$ cat src/hw/rtl/nvt_pkg.sv
// nvt_pkg: shared widths, operation and status codes, and controller/datapath
// command and status structs for the named value table
// no dependencies
package nvt_pkg;

  localparam int unsigned KIND_W        = 3;
  localparam int unsigned NAME_LOW_W    = 64;
  localparam int unsigned NAME_HIGH_W   = 56;
  localparam int unsigned NAME_FULL_W   = NAME_LOW_W + NAME_HIGH_W;
  localparam int unsigned VALUE_W       = 64;
  localparam int unsigned USED_INDEX_W  = 8;
  localparam int unsigned STATUS_W      = 2;
  localparam int unsigned SLOT_W        = 3;
  localparam int unsigned AMOUNT_W      = 4;
  localparam int unsigned AMOUNT_MAX    = 15;

  localparam int unsigned ENTRIES_DEF    = 8;
  localparam int unsigned NAME_BYTES_DEF = 15;

  localparam logic [KIND_W-1:0] KIND_WRITE   = 3'd0;
  localparam logic [KIND_W-1:0] KIND_READ    = 3'd1;
  localparam logic [KIND_W-1:0] KIND_DELETE  = 3'd2;
  localparam logic [KIND_W-1:0] KIND_COUNT   = 3'd3;
  localparam logic [KIND_W-1:0] KIND_NAME_AT = 3'd4;

  localparam logic [STATUS_W-1:0] STATUS_OK   = 2'd0;
  localparam logic [STATUS_W-1:0] STATUS_FULL = 2'd1;
  localparam logic [STATUS_W-1:0] STATUS_MISS = 2'd2;

  typedef struct packed {
    logic load;
    logic issue;
    logic commit;
  } nvt_cmd_t;

  typedef struct packed {
    logic issue_last;
  } nvt_stat_t;

endpackage

$ cat src/hw/rtl/nvt_ram.sv
// nvt_ram: generic single write port, single read port memory with
// registered read data; no dependencies
module nvt_ram #(
  parameter int unsigned WIDTH = 8,
  parameter int unsigned DEPTH = 8
) (
  input  logic                                   clk_i,
  input  logic                                   we_i,
  input  logic [(DEPTH > 1 ? $clog2(DEPTH) : 1)-1:0] waddr_i,
  input  logic [WIDTH-1:0]                       wdata_i,
  input  logic [(DEPTH > 1 ? $clog2(DEPTH) : 1)-1:0] raddr_i,
  output logic [WIDTH-1:0]                       rdata_o
);

  logic [WIDTH-1:0] mem_q [DEPTH];
  logic [WIDTH-1:0] rdata_q;

  always_ff @(posedge clk_i) begin
    if (we_i) begin
      mem_q[waddr_i] <= wdata_i;
    end
    rdata_q <= mem_q[raddr_i];
  end

  assign rdata_o = rdata_q;

endmodule

$ cat src/hw/rtl/nvt_ctrl.sv
// nvt_ctrl: sequencer for the named value table, one scan of all slots
// per transaction; depends on nvt_pkg
module nvt_ctrl
  import nvt_pkg::*;
(
  input  logic      clk_i,
  input  logic      rst_ni,
  input  logic      start_i,
  input  nvt_stat_t stat_i,
  output nvt_cmd_t  cmd_o,
  output logic      busy_o,
  output logic      done_o
);

  localparam logic [1:0] ST_IDLE   = 2'd0;
  localparam logic [1:0] ST_SCAN   = 2'd1;
  localparam logic [1:0] ST_LAST   = 2'd2;
  localparam logic [1:0] ST_COMMIT = 2'd3;

  logic [1:0] state_q, state_d;
  logic       done_q;

  always_comb begin
    state_d = state_q;
    cmd_o   = '0;
    unique case (state_q)
      ST_IDLE: begin
        if (start_i) begin
          cmd_o.load = 1'b1;
          state_d    = ST_SCAN;
        end
      end
      ST_SCAN: begin
        cmd_o.issue = 1'b1;
        if (stat_i.issue_last) begin
          state_d = ST_LAST;
        end
      end
      ST_LAST: begin
        state_d = ST_COMMIT;
      end
      ST_COMMIT: begin
        cmd_o.commit = 1'b1;
        state_d      = ST_IDLE;
      end
      default: begin
        state_d = ST_IDLE;
      end
    endcase
  end

  always_ff @(posedge clk_i or negedge rst_ni) begin
    if (!rst_ni) begin
      state_q <= ST_IDLE;
      done_q  <= 1'b0;
    end else begin
      state_q <= state_d;
      done_q  <= (state_q == ST_COMMIT);
    end
  end

  assign busy_o = (state_q != ST_IDLE);
  assign done_o = done_q;

`ifndef SYNTH
  a_accept_busy: assert property (@(posedge clk_i) disable iff (!rst_ni)
    (start_i && !busy_o) |=> busy_o)
    else $error("accepted transaction did not raise busy");

  a_done_single: assert property (@(posedge clk_i) disable iff (!rst_ni)
    done_o |=> !done_o)
    else $error("result strobe held longer than one cycle");

  a_scan_end: assert property (@(posedge clk_i) disable iff (!rst_ni)
    (state_q == ST_SCAN && stat_i.issue_last) |=> state_q == ST_LAST)
    else $error("scan did not end after last slot");
`endif

endmodule

$ cat src/hw/rtl/nvt_dpath.sv
// nvt_dpath: name normalization, slot scan, compare, valid bits, stores and
// result registers; depends on nvt_pkg and nvt_ram
module nvt_dpath
  import nvt_pkg::*;
#(
  parameter int unsigned ENTRIES    = ENTRIES_DEF,
  parameter int unsigned NAME_BYTES = NAME_BYTES_DEF
) (
  input  logic                      clk_i,
  input  logic                      rst_ni,
  input  nvt_cmd_t                  cmd_i,
  output nvt_stat_t                 stat_o,
  input  logic [KIND_W-1:0]         kind_i,
  input  logic [NAME_LOW_W-1:0]     name_low_i,
  input  logic [NAME_HIGH_W-1:0]    name_high_i,
  input  logic signed [VALUE_W-1:0] value_in_i,
  input  logic [USED_INDEX_W-1:0]   used_index_i,
  output logic [STATUS_W-1:0]       status_o,
  output logic signed [VALUE_W-1:0] value_out_o,
  output logic [SLOT_W-1:0]         slot_o,
  output logic [AMOUNT_W-1:0]       amount_o,
  output logic [NAME_LOW_W-1:0]     found_name_low_o,
  output logic [NAME_HIGH_W-1:0]    found_name_high_o
);

  localparam int unsigned IDX_W  = (ENTRIES > 1) ? $clog2(ENTRIES) : 1;
  localparam int unsigned CNT_W  = $clog2(ENTRIES + 1);
  localparam int unsigned NAME_W = 8 * NAME_BYTES;

  // transaction registers
  logic [KIND_W-1:0]       kind_q;
  logic [NAME_W-1:0]       key_q;
  logic [VALUE_W-1:0]      value_q;
  logic [USED_INDEX_W-1:0] want_q;

  // scan control
  logic [IDX_W-1:0] addr_q;
  logic [IDX_W-1:0] cmp_idx_q;
  logic             cmp_vld_q;
  logic [CNT_W-1:0] cnt_q;
  logic             hit_q;
  logic             free_found_q;
  logic [IDX_W-1:0] hit_slot_q;
  logic [IDX_W-1:0] free_slot_q;
  logic [NAME_W-1:0]  cap_name_q;
  logic [VALUE_W-1:0] cap_value_q;

  logic [ENTRIES-1:0] valid_q;

  logic [NAME_W-1:0]  key_norm;
  logic [NAME_W-1:0]  name_rdata;
  logic [VALUE_W-1:0] value_rdata;
  logic [AMOUNT_W-1:0] cap_len;
  logic               cmp_valid_bit;
  logic               lookup_kind;
  logic               hit_now;
  logic               free_now;
  logic               name_we;
  logic               value_we;
  logic [IDX_W-1:0]   waddr;
  logic [NAME_FULL_W-1:0] cap_name_full;

  logic [STATUS_W-1:0] res_status;
  logic [VALUE_W-1:0]  res_value;
  logic [SLOT_W-1:0]   res_slot;
  logic [AMOUNT_W-1:0] res_amount;
  logic [NAME_FULL_W-1:0] res_name;

  logic [STATUS_W-1:0] status_q;
  logic [VALUE_W-1:0]  value_out_q;
  logic [SLOT_W-1:0]   slot_q;
  logic [AMOUNT_W-1:0] amount_q;
  logic [NAME_FULL_W-1:0] found_name_q;

  // bytes after the first zero byte read as zero
  always_comb begin : norm_blk
    logic [NAME_FULL_W-1:0] raw;
    logic                   alive;
    raw      = {name_high_i, name_low_i};
    alive    = 1'b1;
    key_norm = '0;
    for (int i = 0; i < NAME_BYTES; i++) begin
      alive = alive & (raw[8*i +: 8] != 8'd0);
      if (alive) begin
        key_norm[8*i +: 8] = raw[8*i +: 8];
      end
    end
  end

  always_comb begin : len_blk
    logic alive;
    alive   = 1'b1;
    cap_len = '0;
    for (int i = 0; i < NAME_BYTES; i++) begin
      alive   = alive & (cap_name_q[8*i +: 8] != 8'd0);
      cap_len = cap_len + AMOUNT_W'(alive);
    end
  end

  assign stat_o.issue_last = (addr_q == IDX_W'(ENTRIES - 1));

  assign cmp_valid_bit = valid_q[cmp_idx_q];
  assign lookup_kind   = (kind_q == KIND_WRITE) || (kind_q == KIND_READ) ||
                         (kind_q == KIND_DELETE);
  assign hit_now  = cmp_vld_q && !hit_q && cmp_valid_bit &&
                    ((lookup_kind && (name_rdata == key_q)) ||
                     ((kind_q == KIND_NAME_AT) && (USED_INDEX_W'(cnt_q) == want_q)));
  assign free_now = cmp_vld_q && !free_found_q && !cmp_valid_bit;

  always_ff @(posedge clk_i or negedge rst_ni) begin
    if (!rst_ni) begin
      addr_q       <= '0;
      cmp_idx_q    <= '0;
      cmp_vld_q    <= 1'b0;
      cnt_q        <= '0;
      hit_q        <= 1'b0;
      free_found_q <= 1'b0;
    end else if (cmd_i.load) begin
      addr_q       <= '0;
      cmp_vld_q    <= 1'b0;
      cnt_q        <= '0;
      hit_q        <= 1'b0;
      free_found_q <= 1'b0;
    end else begin
      cmp_vld_q <= cmd_i.issue;
      if (cmd_i.issue) begin
        cmp_idx_q <= addr_q;
        addr_q    <= addr_q + 1'b1;
      end
      if (cmp_vld_q && cmp_valid_bit) begin
        cnt_q <= cnt_q + 1'b1;
      end
      if (hit_now) begin
        hit_q <= 1'b1;
      end
      if (free_now) begin
        free_found_q <= 1'b1;
      end
    end
  end

  always_ff @(posedge clk_i) begin
    if (cmd_i.load) begin
      kind_q  <= kind_i;
      key_q   <= key_norm;
      value_q <= value_in_i;
      want_q  <= used_index_i;
    end
    if (hit_now) begin
      hit_slot_q  <= cmp_idx_q;
      cap_name_q  <= name_rdata;
      cap_value_q <= value_rdata;
    end
    if (free_now) begin
      free_slot_q <= cmp_idx_q;
    end
  end

  // store update at commit
  assign value_we = cmd_i.commit && (kind_q == KIND_WRITE) && (hit_q || free_found_q);
  assign name_we  = value_we && !hit_q;
  assign waddr    = hit_q ? hit_slot_q : free_slot_q;

  always_ff @(posedge clk_i or negedge rst_ni) begin
    if (!rst_ni) begin
      valid_q <= '0;
    end else if (name_we) begin
      valid_q[free_slot_q] <= 1'b1;
    end else if (cmd_i.commit && (kind_q == KIND_DELETE) && hit_q) begin
      valid_q[hit_slot_q] <= 1'b0;
    end
  end

  nvt_ram #(
    .WIDTH (NAME_W),
    .DEPTH (ENTRIES)
  ) u_name_ram (
    .clk_i   (clk_i),
    .we_i    (name_we),
    .waddr_i (waddr),
    .wdata_i (key_q),
    .raddr_i (addr_q),
    .rdata_o (name_rdata)
  );

  nvt_ram #(
    .WIDTH (VALUE_W),
    .DEPTH (ENTRIES)
  ) u_value_ram (
    .clk_i   (clk_i),
    .we_i    (value_we),
    .waddr_i (waddr),
    .wdata_i (value_q),
    .raddr_i (addr_q),
    .rdata_o (value_rdata)
  );

  assign cap_name_full = NAME_FULL_W'(cap_name_q);

  always_comb begin
    res_status = STATUS_MISS;
    res_value  = '0;
    res_slot   = '0;
    res_amount = '0;
    res_name   = '0;
    unique case (kind_q)
      KIND_WRITE: begin
        if (hit_q) begin
          res_status = STATUS_OK;
          res_slot   = SLOT_W'(hit_slot_q);
        end else if (free_found_q) begin
          res_status = STATUS_OK;
          res_slot   = SLOT_W'(free_slot_q);
        end else begin
          res_status = STATUS_FULL;
        end
      end
      KIND_READ: begin
        if (hit_q) begin
          res_status = STATUS_OK;
          res_value  = cap_value_q;
          res_slot   = SLOT_W'(hit_slot_q);
        end
      end
      KIND_DELETE: begin
        if (hit_q) begin
          res_status = STATUS_OK;
          res_slot   = SLOT_W'(hit_slot_q);
        end
      end
      KIND_COUNT: begin
        res_status = STATUS_OK;
        res_amount = (32'(cnt_q) > AMOUNT_MAX) ? AMOUNT_W'(AMOUNT_MAX) : AMOUNT_W'(cnt_q);
      end
      KIND_NAME_AT: begin
        if (hit_q) begin
          res_status = STATUS_OK;
          res_slot   = SLOT_W'(hit_slot_q);
          res_amount = cap_len;
          res_name   = cap_name_full;
        end
      end
      default: begin
        res_status = STATUS_MISS;
      end
    endcase
  end

  always_ff @(posedge clk_i) begin
    if (cmd_i.commit) begin
      status_q     <= res_status;
      value_out_q  <= res_value;
      slot_q       <= res_slot;
      amount_q     <= res_amount;
      found_name_q <= res_name;
    end
  end

  assign status_o          = status_q;
  assign value_out_o       = value_out_q;
  assign slot_o            = slot_q;
  assign amount_o          = amount_q;
  assign found_name_low_o  = found_name_q[NAME_LOW_W-1:0];
  assign found_name_high_o = found_name_q[NAME_FULL_W-1:NAME_LOW_W];

`ifndef SYNTH
  a_hit_valid: assert property (@(posedge clk_i) disable iff (!rst_ni)
    (cmd_i.commit && hit_q) |-> valid_q[hit_slot_q])
    else $error("matched slot not valid at commit");

  a_delete_clears: assert property (@(posedge clk_i) disable iff (!rst_ni)
    (cmd_i.commit && kind_q == KIND_DELETE && hit_q) |=> !valid_q[$past(hit_slot_q)])
    else $error("delete left slot valid");

  a_full_only_when_full: assert property (@(posedge clk_i) disable iff (!rst_ni)
    (cmd_i.commit && kind_q == KIND_WRITE && !hit_q && !free_found_q) |-> (&valid_q))
    else $error("table full reported with a free slot");
`endif

endmodule

$ cat src/hw/rtl/named_value_table_core.sv
// named_value_table_core: top level of the named value table
// depends on nvt_pkg, nvt_ctrl, nvt_dpath (and nvt_ram through nvt_dpath)
//
// channel   direction  handshake                         payload
// command   in         start_i, accepted when !busy_o    kind_i, name_low_i, name_high_i,
//                                                        value_in_i, used_index_i
// result    out        done_o, one cycle, no back-pressure status_o, value_out_o, slot_o,
//                                                        amount_o, found_name_low_o,
//                                                        found_name_high_o
//
// every transaction runs the scan, which reads one slot of the name and value memories
// per cycle, then passes through the last and commit states before done_o
// busy_o falls in the cycle that done_o is high, so a new transaction may be
// accepted in that cycle
// reset clears all valid bits at once; no clearing pass
// the receiver cannot stall results
module named_value_table_core
  import nvt_pkg::*;
#(
  parameter int unsigned ENTRIES    = ENTRIES_DEF,
  parameter int unsigned NAME_BYTES = NAME_BYTES_DEF
) (
  input  logic                      clk_i,
  input  logic                      rst_ni,
  input  logic                      start_i,
  output logic                      busy_o,
  input  logic [KIND_W-1:0]         kind_i,
  input  logic [NAME_LOW_W-1:0]     name_low_i,
  input  logic [NAME_HIGH_W-1:0]    name_high_i,
  input  logic signed [VALUE_W-1:0] value_in_i,
  input  logic [USED_INDEX_W-1:0]   used_index_i,
  output logic                      done_o,
  output logic [STATUS_W-1:0]       status_o,
  output logic signed [VALUE_W-1:0] value_out_o,
  output logic [SLOT_W-1:0]         slot_o,
  output logic [AMOUNT_W-1:0]       amount_o,
  output logic [NAME_LOW_W-1:0]     found_name_low_o,
  output logic [NAME_HIGH_W-1:0]    found_name_high_o
);

  nvt_cmd_t  cmd;
  nvt_stat_t stat;

  nvt_ctrl u_ctrl (
    .clk_i   (clk_i),
    .rst_ni  (rst_ni),
    .start_i (start_i),
    .stat_i  (stat),
    .cmd_o   (cmd),
    .busy_o  (busy_o),
    .done_o  (done_o)
  );

  nvt_dpath #(
    .ENTRIES    (ENTRIES),
    .NAME_BYTES (NAME_BYTES)
  ) u_dpath (
    .clk_i             (clk_i),
    .rst_ni            (rst_ni),
    .cmd_i             (cmd),
    .stat_o            (stat),
    .kind_i            (kind_i),
    .name_low_i        (name_low_i),
    .name_high_i       (name_high_i),
    .value_in_i        (value_in_i),
    .used_index_i      (used_index_i),
    .status_o          (status_o),
    .value_out_o       (value_out_o),
    .slot_o            (slot_o),
    .amount_o          (amount_o),
    .found_name_low_o  (found_name_low_o),
    .found_name_high_o (found_name_high_o)
  );

endmodule

$ cat config.mk
export PLATFORM = sky130hd
export DESIGN_NAME = named_value_table_core
export DESIGN_NICKNAME = d
export VERILOG_FILES = /design/src/hw/rtl/nvt_pkg.sv /design/src/hw/rtl/nvt_ram.sv /design/src/hw/rtl/nvt_ctrl.sv /design/src/hw/rtl/nvt_dpath.sv /design/src/hw/rtl/named_value_table_core.sv
export SDC_FILE = /design/constraint.sdc
export NUM_CORES = 2
export LEC_CHECK = 0
export BUFFER_PORTS_ARGS = -buffer_cell sky130_fd_sc_hd__buf_2
export CAP_MARGIN = 20
export CORE_MARGIN = 2
export CORE_UTILIZATION = 52
export CTS_CLUSTER_DIAMETER = 50
export DETAILED_ROUTE_END_ITERATION = 8
export PLACE_DENSITY = 0.67
export SYNTH_ARGS = -nofsm -noshare
export SYNTH_HDL_FRONTEND = slang
export SYNTH_HIERARCHICAL = 1
export SYNTH_SLANG_ARGS = --single-unit
$ cat constraint.sdc
create_clock -name clk_i -period 37.3 [get_ports clk_i]
set_input_delay 7.46 -clock clk_i [delete_from_list [all_inputs] [get_ports clk_i]]
set_output_delay 7.46 -clock clk_i [all_outputs]
set_load 0.005 [all_outputs]
Yosys cells after proc, flatten, opt, wreduce, memory -nomap -nowiden

Memories as Yosys holds them, arrays and structs flattened. A register that Yosys moved wholly into a read port is not among the register bits.
Index checks and enable logic that the tools add are counted.

Flip-flop bits (word level): 602
Memory bits (writable): 1,472
Input bits: 198
Memories: 2

Memory list:

| memory                    | depth | bits a word | read ports | clocked after memory_dff | write ports | line          | RTL |
|---|---|---|---|---|---|---|---|
| u_dpath.u_name_ram.mem_q  | 8     | 120         | 1          | 1                        | 1           | nvt_ram.sv:15 | `logic [WIDTH-1:0] mem_q [DEPTH];` |
| u_dpath.u_value_ram.mem_q | 8     | 64          | 1          | 1                        | 1           | nvt_ram.sv:15 |  |

Add/sub/neg operators: 16
$lt $le $gt $ge: 5
Eq/ne operators: 12
Mux-type cells: 39
Bitwise operators: 32
Reduce and logical (&&, ||, !) cells: 65

Operator list:

| kind                                                       | number |
|---|---|
| nonzero test 8 bit                                         | 30 |
| == test 120 bit                                            | 1 |
| adder 4 x 1 -> 4 bit                                       | 13 |
| bitwise AND 1 bit                                          | 28 |
| 2-to-1 mux 3 bit                                           | 6 |
| 2-to-1 mux 1 bit                                           | 17 |
| 2-to-1 mux 8 bit                                           | 2 |
| logical AND 1 bit                                          | 15 |
| less-than comparator 3 x 4 -> 1 bit, second input constant | 3 |
| 2-to-1 mux 4 bit                                           | 3 |
| nonzero test 2 bit                                         | 6 |
| bitwise AND 8 bit                                          | 1 |
| == test 4 x 8 -> 1 bit                                     | 1 |
| 2-to-1 mux 2 bit                                           | 4 |
| NOT 8 bit                                                  | 1 |
| OR 8 bit                                                   | 1 |
| one-hot mux 2 bit (4 select lines)                         | 1 |
| one-hot mux 4 bit (2 select lines)                         | 1 |
| AND reduction 2 bit                                        | 4 |
| demux 1 bit (select 3 bit)                                 | 2 |
| == test 3 x 2 -> 1 bit, second input constant              | 2 |
| == test 3 bit, second input constant                       | 2 |
| >= comparator 3 x 1 -> 1 bit, second input constant        | 2 |
| one-hot mux 2 bit (3 select lines)                         | 1 |
| 15 further kinds                                           | 22 |

Depth between registers and ports, before layout

Depth in word-level cells: 18
Mapped depth: 18

Hierarchy

Netlist, hierarchy kept.

By module, submodules not included:

| module                        | instances | cells each | area an instance (um^2) | seq. area each (um^2) |
|---|---|---|---|---|
| nvt_ram (u_dpath.u_name_ram)  | 1         | 1,520      | 39,026.2                | 31,230.0 |
| nvt_dpath                     | 1         | 1,367      | 22,977.0                | 17,882.2 |
| nvt_ram (u_dpath.u_value_ram) | 1         | 816        | 20,547.2                | 16,656.0 |
| nvt_ctrl                      | 1         | 17         | 196.4                   | 75.1 |

Worst setup path before layout

OpenSTA, ideal clock, no wires.

Path type: register to register
Start point: register u_dpath.cmp_idx_q[0]
End point: register u_dpath.cap_name_q[0] (netlist: u_dpath/cap_name_full[0]), enable pin
Arrival time: 14.850 ns
Setup slack: 21.440 ns
Cell stages (with the launch flop): 7
Path buffers: 1
Period minus slack after synthesis: 15.860 ns
Path through: dfrtp_1 > mux4_2 > mux2i_1 > nor2b_1 > clkbuf_1 > inv_1 > a211oi_1

Word-level cells in the longest chain between the ends: 4

RTL lines:

| item                                   | line             | RTL |
|---|---|---|
| start: declaration                     | nvt_dpath.sv:38  | `logic [IDX_W-1:0] cmp_idx_q;` |
| start signal: assignment               | nvt_dpath.sv:127 | `cmp_idx_q <= addr_q;` |
| binary-select mux 1 bit (select 3 bit) | nvt_dpath.sv:102 | `assign cmp_valid_bit = valid_q[cmp_idx_q];` |
| 2-to-1 mux 1 bit (not written as such) | nvt_dpath.sv:102 |  |
| logical AND 1 bit (2 in series)        | nvt_dpath.sv:105 | `assign hit_now = cmp_vld_q && !hit_q && cmp_valid_bit &&` |
| net u_dpath.hit_now                    | nvt_dpath.sv:56  | `logic hit_now;` |
| end signal: assignment                 | nvt_dpath.sv:151 | `cap_name_q <= name_rdata;` |
| end: declaration                       | nvt_dpath.sv:45  | `logic [NAME_W-1:0] cap_name_q;` |

The timed path passes the listed nets, and every way through them passes these cells. The select of a mux whose other input is x is not followed.
A chain may end at the register's enable or synchronous reset.

Worst setup path in the final report

Start point: input name_low_i[12]
End point: register u_dpath.key_q[56] (data pin)

Word-level cells in the longest chain between the ends: 8

RTL lines:

| item                            | line                         | RTL |
|---|---|---|
| start: declaration              | named_value_table_core.sv:28 | `input logic [NAME_LOW_W-1:0] name_low_i,` |
| nonzero test 8 bit              | nvt_dpath.sv:83              | `alive = alive & (raw[8*i +: 8] != 8'd0);` |
| bitwise AND 1 bit (7 in series) | nvt_dpath.sv:83              |  |
| end signal: assignment          | nvt_dpath.sv:145             | `key_q <= key_norm;` |
| end: declaration                | nvt_dpath.sv:32              | `logic [NAME_W-1:0] key_q;` |

No other way between the ends.

==> parameters.txt <==
Parameter                              Value

Hold path
  Worst hold path depth ... 0
  Worst Hold Class ... reg -> reg

Pwr
  Total leakage power ... ~31 nW
  Share of total power in the clock network ... 0.341
  Worst-case vdd ir drop ... 0.00006111 V
  Fraction of power spent switching nets ... 0.2564
  Net switching power ... 1.713 mW
  Cell internal power dissipation ... 4.966 mW
  Pwr/cell area ... roughly 70 nW/um^2
  Share of power burned in registers ... 0.498
  Part of the power in combinational logic ... 0.161

Routing
  Vias after detailed routing ... 37770
  Total wire length after detailed routing ... 186.2 mm
  Post-route antenna net violation count ... 0
  Average routed wire per standard cell ... 28.57 um
  Vias per std cell ... 5.795
  Length of the first detailed-routing pass in iterations ... 6
  Initial drt markers ... 3979
  Total DRC errors in the routed layout ... 0

Cells and area
  Fill cells ... 11030
  Area Overhead vs Synth ... 14.47%
  Post-layout net count ... roughly 4500
  Fin area ... 94720 um^2
  Proportion of layout cells with a drive suffix above 1 ... 0.2927
  Area taken by multi-input logic gates ... 15970 um^2
  Post-route insts no fill ... 6518
  Sequential Area ... 65850 um^2

Job
  Count of maximum capacitance violations ... 0

Synthesis
  Per-instance average area after synthesis ... 22.24 um^2
  Number of flops mapped to enable cells by yosys ... 2050
  YS warnings ... 6
  Area of the mapped netlist ... 82750 um^2
  Synth Area in XOR/XNOR ... 0.01247
  Synth top area share ... 0.7439
  Main combinational cell family by area after synthesis ... multiplexers
  Most area-consuming cells after synthesis ... sky130_fd_sc_hd__edfxtp_1 (74%), sky130_fd_sc_hd__mux4_2 (7.2%), sky130_fd_sc_hd__dfxtp_1 (4.5%)
  Most used flip-flop cell after synthesis ... sky130_fd_sc_hd__edfxtp_1
  Mapped Cells ... about 3700
  Async SR Flop Fraction ... 0.01063
  Proportion of synthesized chip area in sequential cells ... 0.7957
  Number of distinct library cells after synthesis ... 71
  Synthesized-area fraction occupied by ao, oa, aoi and oai cells ... 0.004672
  Library cell with the largest summed area after synthesis ... sky130_fd_sc_hd__edfxtp_1
  Synthesized net count ... 3937
  Fraction of synthesized area in multiplexers ... 0.1319
  Register bit total from synthesis ... 2258
  Post-synthesis share of cell area spent on full adders, half adders and majority gates ... 0.003689
  Area share of and/or/nand/nor cells after synthesis ... 0.03794

Die
  Number of top-level design ports ... 393
  Initial cell density of the core ... 0.5231
  Floorplan die width ... 402.9 um
  Total core area ... around 160000 um^2
  Die H ... ~400 um
  Area of the die ... approximately 160000 um^2
  Std-Cell Rows ... approximately 150

STA
  Setup repair after global routing missed its margin ... false
  Post-Route Setup TNS ... 0 ns
  Worst-case headroom to the max-slew limit ... 0.2570
  Slew Viols, Final ... 0
  Slew at the pin closest to its max-slew limit ... roughly 1.1 ns
  Maximum clock skew at final layout ... 0.05239 ns
  Final Cycle Share ... 0.2572
  Final min period ... ~9.6 ns
  Number of failing hold endpoints at the final stage ... 0
  Final setup violation count ... 0
  Highest Clock Rate ... 0.1042 GHz
  PnR worst setup slack ... 27.70 ns

Clock network
  Sinks on Clock Net ... 2258
  Number of gates resized after CTS ... 0
  H-tree depth ... 4
  Later-pin clock latency in the skew report ... around 0.85 ns
  Longest Clk Path Bufs ... 3
  CTS clock-pin slew for the worst setup and hold paths ... 0.06 ns
  Root cell of the clock tree ... sky130_fd_sc_hd__clkbuf_16
  Post-CTS Setup Repair Bufs ... 0
  Clock tree from TritonCTS ... done
  Number of buffers inserted during clock tree synthesis ... about 230
  Hold_buf cts ... 0

GRT
  Global-route wire length before repair ... 266.8 mm
  GR Layer Usage met3 ... 0.05575
  Via count of the first global-routing pass ... 38670
  GR Layer Usage met2 ... 0.3706
  Antenna violations before repair ... 17
  GR Overflow Total ... 0
  Met1 global-route usage ... 0.3057
  Global-route usage over all layers ... 0.2301
  Highest-utilization routing layer at the global route stage ... met2
  Largest net degree at the start of global routing ... 132

Place
  Post-DP Area ... 87060 um^2
  Global placement routability congestion ... 0.7966
  Instance count after placement with tap cells included ... roughly 6000
  DP HPWL ... 105.9 mm
  Count of port buffers added during placement ... 392
  Pre-CTS setup slack ... 26.85 ns

Setup path
  Sort of element at the end of the critical path ... register
  Critical Path Fanout Max ... 25
  R2r worst-path depth ... 15
  Type of origin of the critical path ... input port
  Arrival time of data at the critical path endpoint ... 10.29 ns
  Critical Path RT ... 37.99 ns
  Crit Path Category ... in -> reg

Outcome
  Status ... completed
cells in the mapped netlist, drive strengths merged, types with 11 or more instances:
library cell	instances
clkbuf	73
inv	36
nand4	29
xor2	20
buf	70
mux2	190
and2	282
nor4	66
and3	18
edfxtp	2050
xnor2	97
mux4	370
o21ai	11
dfrtp	24
nand2	52
nor2	32
dfxtp	184
worst max-delay path, cell delays in order:
cell	delay (ns)
sky130_fd_sc_hd__buf_2	0.09
sky130_fd_sc_hd__nor4_1	0.05
sky130_fd_sc_hd__nand2_1	0.43
sky130_fd_sc_hd__nand4_1	0.73
sky130_fd_sc_hd__nor2_2	0.28
sky130_fd_sc_hd__buf_4	0.43
sky130_fd_sc_hd__and3_1	0.58
sky130_fd_sc_hd__and2_1	0.21
cells in the final DEF, fill, tap and decap left out, types with 9 or more instances in the layout:
| cell type | Yosys | layout |
|---|---|---|
| sky130_fd_sc_hd__clkbuf_1 | 73 | 48 |
| sky130_fd_sc_hd__bufinv_16 | 0 | 18 |
| sky130_fd_sc_hd__nand4_1 | 29 | 29 |
| sky130_fd_sc_hd__inv_1 | 33 | 33 |
| sky130_fd_sc_hd__nor4_1 | 65 | 63 |
| sky130_fd_sc_hd__clkinvlp_4 | 0 | 12 |
| sky130_fd_sc_hd__clkbuf_16 | 0 | 226 |
| sky130_fd_sc_hd__mux4_2 | 266 | 266 |
| sky130_fd_sc_hd__ha_1 | 10 | 9 |
| sky130_fd_sc_hd__edfxtp_1 | 2050 | 2050 |
| sky130_fd_sc_hd__a21oi_1 | 10 | 10 |
| sky130_fd_sc_hd__nor2_1 | 31 | 17 |
| sky130_fd_sc_hd__and3_1 | 18 | 18 |
| sky130_fd_sc_hd__xnor2_1 | 97 | 97 |
| sky130_fd_sc_hd__and2_1 | 282 | 281 |
| sky130_fd_sc_hd__buf_2 | 10 | 392 |
| sky130_fd_sc_hd__xor2_1 | 19 | 19 |
| sky130_fd_sc_hd__fa_1 | 9 | 9 |
| sky130_fd_sc_hd__clkinv_2 | 0 | 40 |
| sky130_fd_sc_hd__nand2_1 | 52 | 52 |
| sky130_fd_sc_hd__clkbuf_8 | 0 | 35 |
| sky130_fd_sc_hd__dfrtp_1 | 24 | 21 |
| sky130_fd_sc_hd__inv_6 | 0 | 11 |
| sky130_fd_sc_hd__nor2_4 | 0 | 13 |
| sky130_fd_sc_hd__buf_4 | 3 | 35 |
| sky130_fd_sc_hd__mux4_1 | 104 | 104 |
| sky130_fd_sc_hd__buf_12 | 18 | 14 |
| sky130_fd_sc_hd__dfxtp_1 | 184 | 184 |
| sky130_fd_sc_hd__mux2_2 | 189 | 189 |
| sky130_fd_sc_hd__o21ai_0 | 9 | 9 |
| sky130_fd_sc_hd__clkinv_1 | 1 | 16 |
power groups by stage:
| stage | clock, mW | combinational [mW] | sequential [mW] |
|---|---|---|---|
| detailed placement | 0 | 1.09 | 3.38 |
| global placement | 0 | 1.08 | 3.37 |
| global route | 2.42 | 1.15 | 3.36 |
| finish | 2.28 | 1.07 | 3.33 |
| floorplan | 0 | 0.804 | 3.31 |
| CTS | 2.32 | 1.09 | 3.33 |
worst paths after layout:
kind / startpoint / endpoint / slack [ns]
max: name_low_i[12] / u_dpath/key_q[56] / 27.70
min: u_dpath/u_value_ram/rdata_o[54] / u_dpath/cap_value_q[54] / 0.40
max reg2reg: u_dpath/cap_name_full[7] / u_dpath/amount_o[1] / 30.82
min reg2reg: u_dpath/u_value_ram/rdata_o[54] / u_dpath/cap_value_q[54] / 0.40
max in group asynchronous: rst_ni / u_dpath/addr_q[0] / 30.15
min in group asynchronous: rst_ni / u_ctrl/done_o / 6.65
through the flow:
step / power, mW / utilization / hold WS [ns]
5_1_grt: 6.922 / 0.5987 / 0.4066
3_5_place_dp: 4.472 / 0.5503 / 0.3902
3_3_place_gp: 4.453 / 0.5501 / 0.3864
4_1_cts: 6.745 / 0.5986 / 0.3925
2_1_floorplan: 4.109 / - / 0.3855
6_report: 6.679 / 0.5987 / 0.3994
flip-flops by register name, summed over array words and instances, names as in the netlist, 120 cells and up:
name / count
u_dpath/u_name_ram/mem_q: 960
u_dpath/u_value_ram/mem_q: 512
u_dpath/cap_name_full: 120
u_dpath/found_name_q: 120
u_dpath/key_q: 120
u_dpath/u_name_ram/rdata_o: 120
cell families (layout without fill, tap and decap cells):
group / after synthesis / count (layout)
compound gates: 54 / 54
flops: 2258 / 2258
fa+ha+maj: 19 / 19
other cells: 0 / 1
simple gates: 527 / 527
mux: 565 / 565
buf+inv: 180 / 905
xor+xnor: 117 / 117
area by class of cell:
type,instances,share of cell area
Antenna cell,1,0.00002642
Clock buffer,309,0.06669
Clock inverter,117,0.01390
Inverter,37,0.001466
Multi-Input combinational cell,1282,0.1686
Sequential cell,2258,0.6953
Tap cell,2072,0.02737
Timing Repair Buffer,442,0.02674
layer usage:
layer / vias up / share of wire
li1: 16170 / -
met1: 19850 / 0.39
met2: 1421 / 0.49
met3: 308 / 0.081
met4: 22 / 0.039
met5: - / 0.00077
Power figures use the tool's default switching activity.
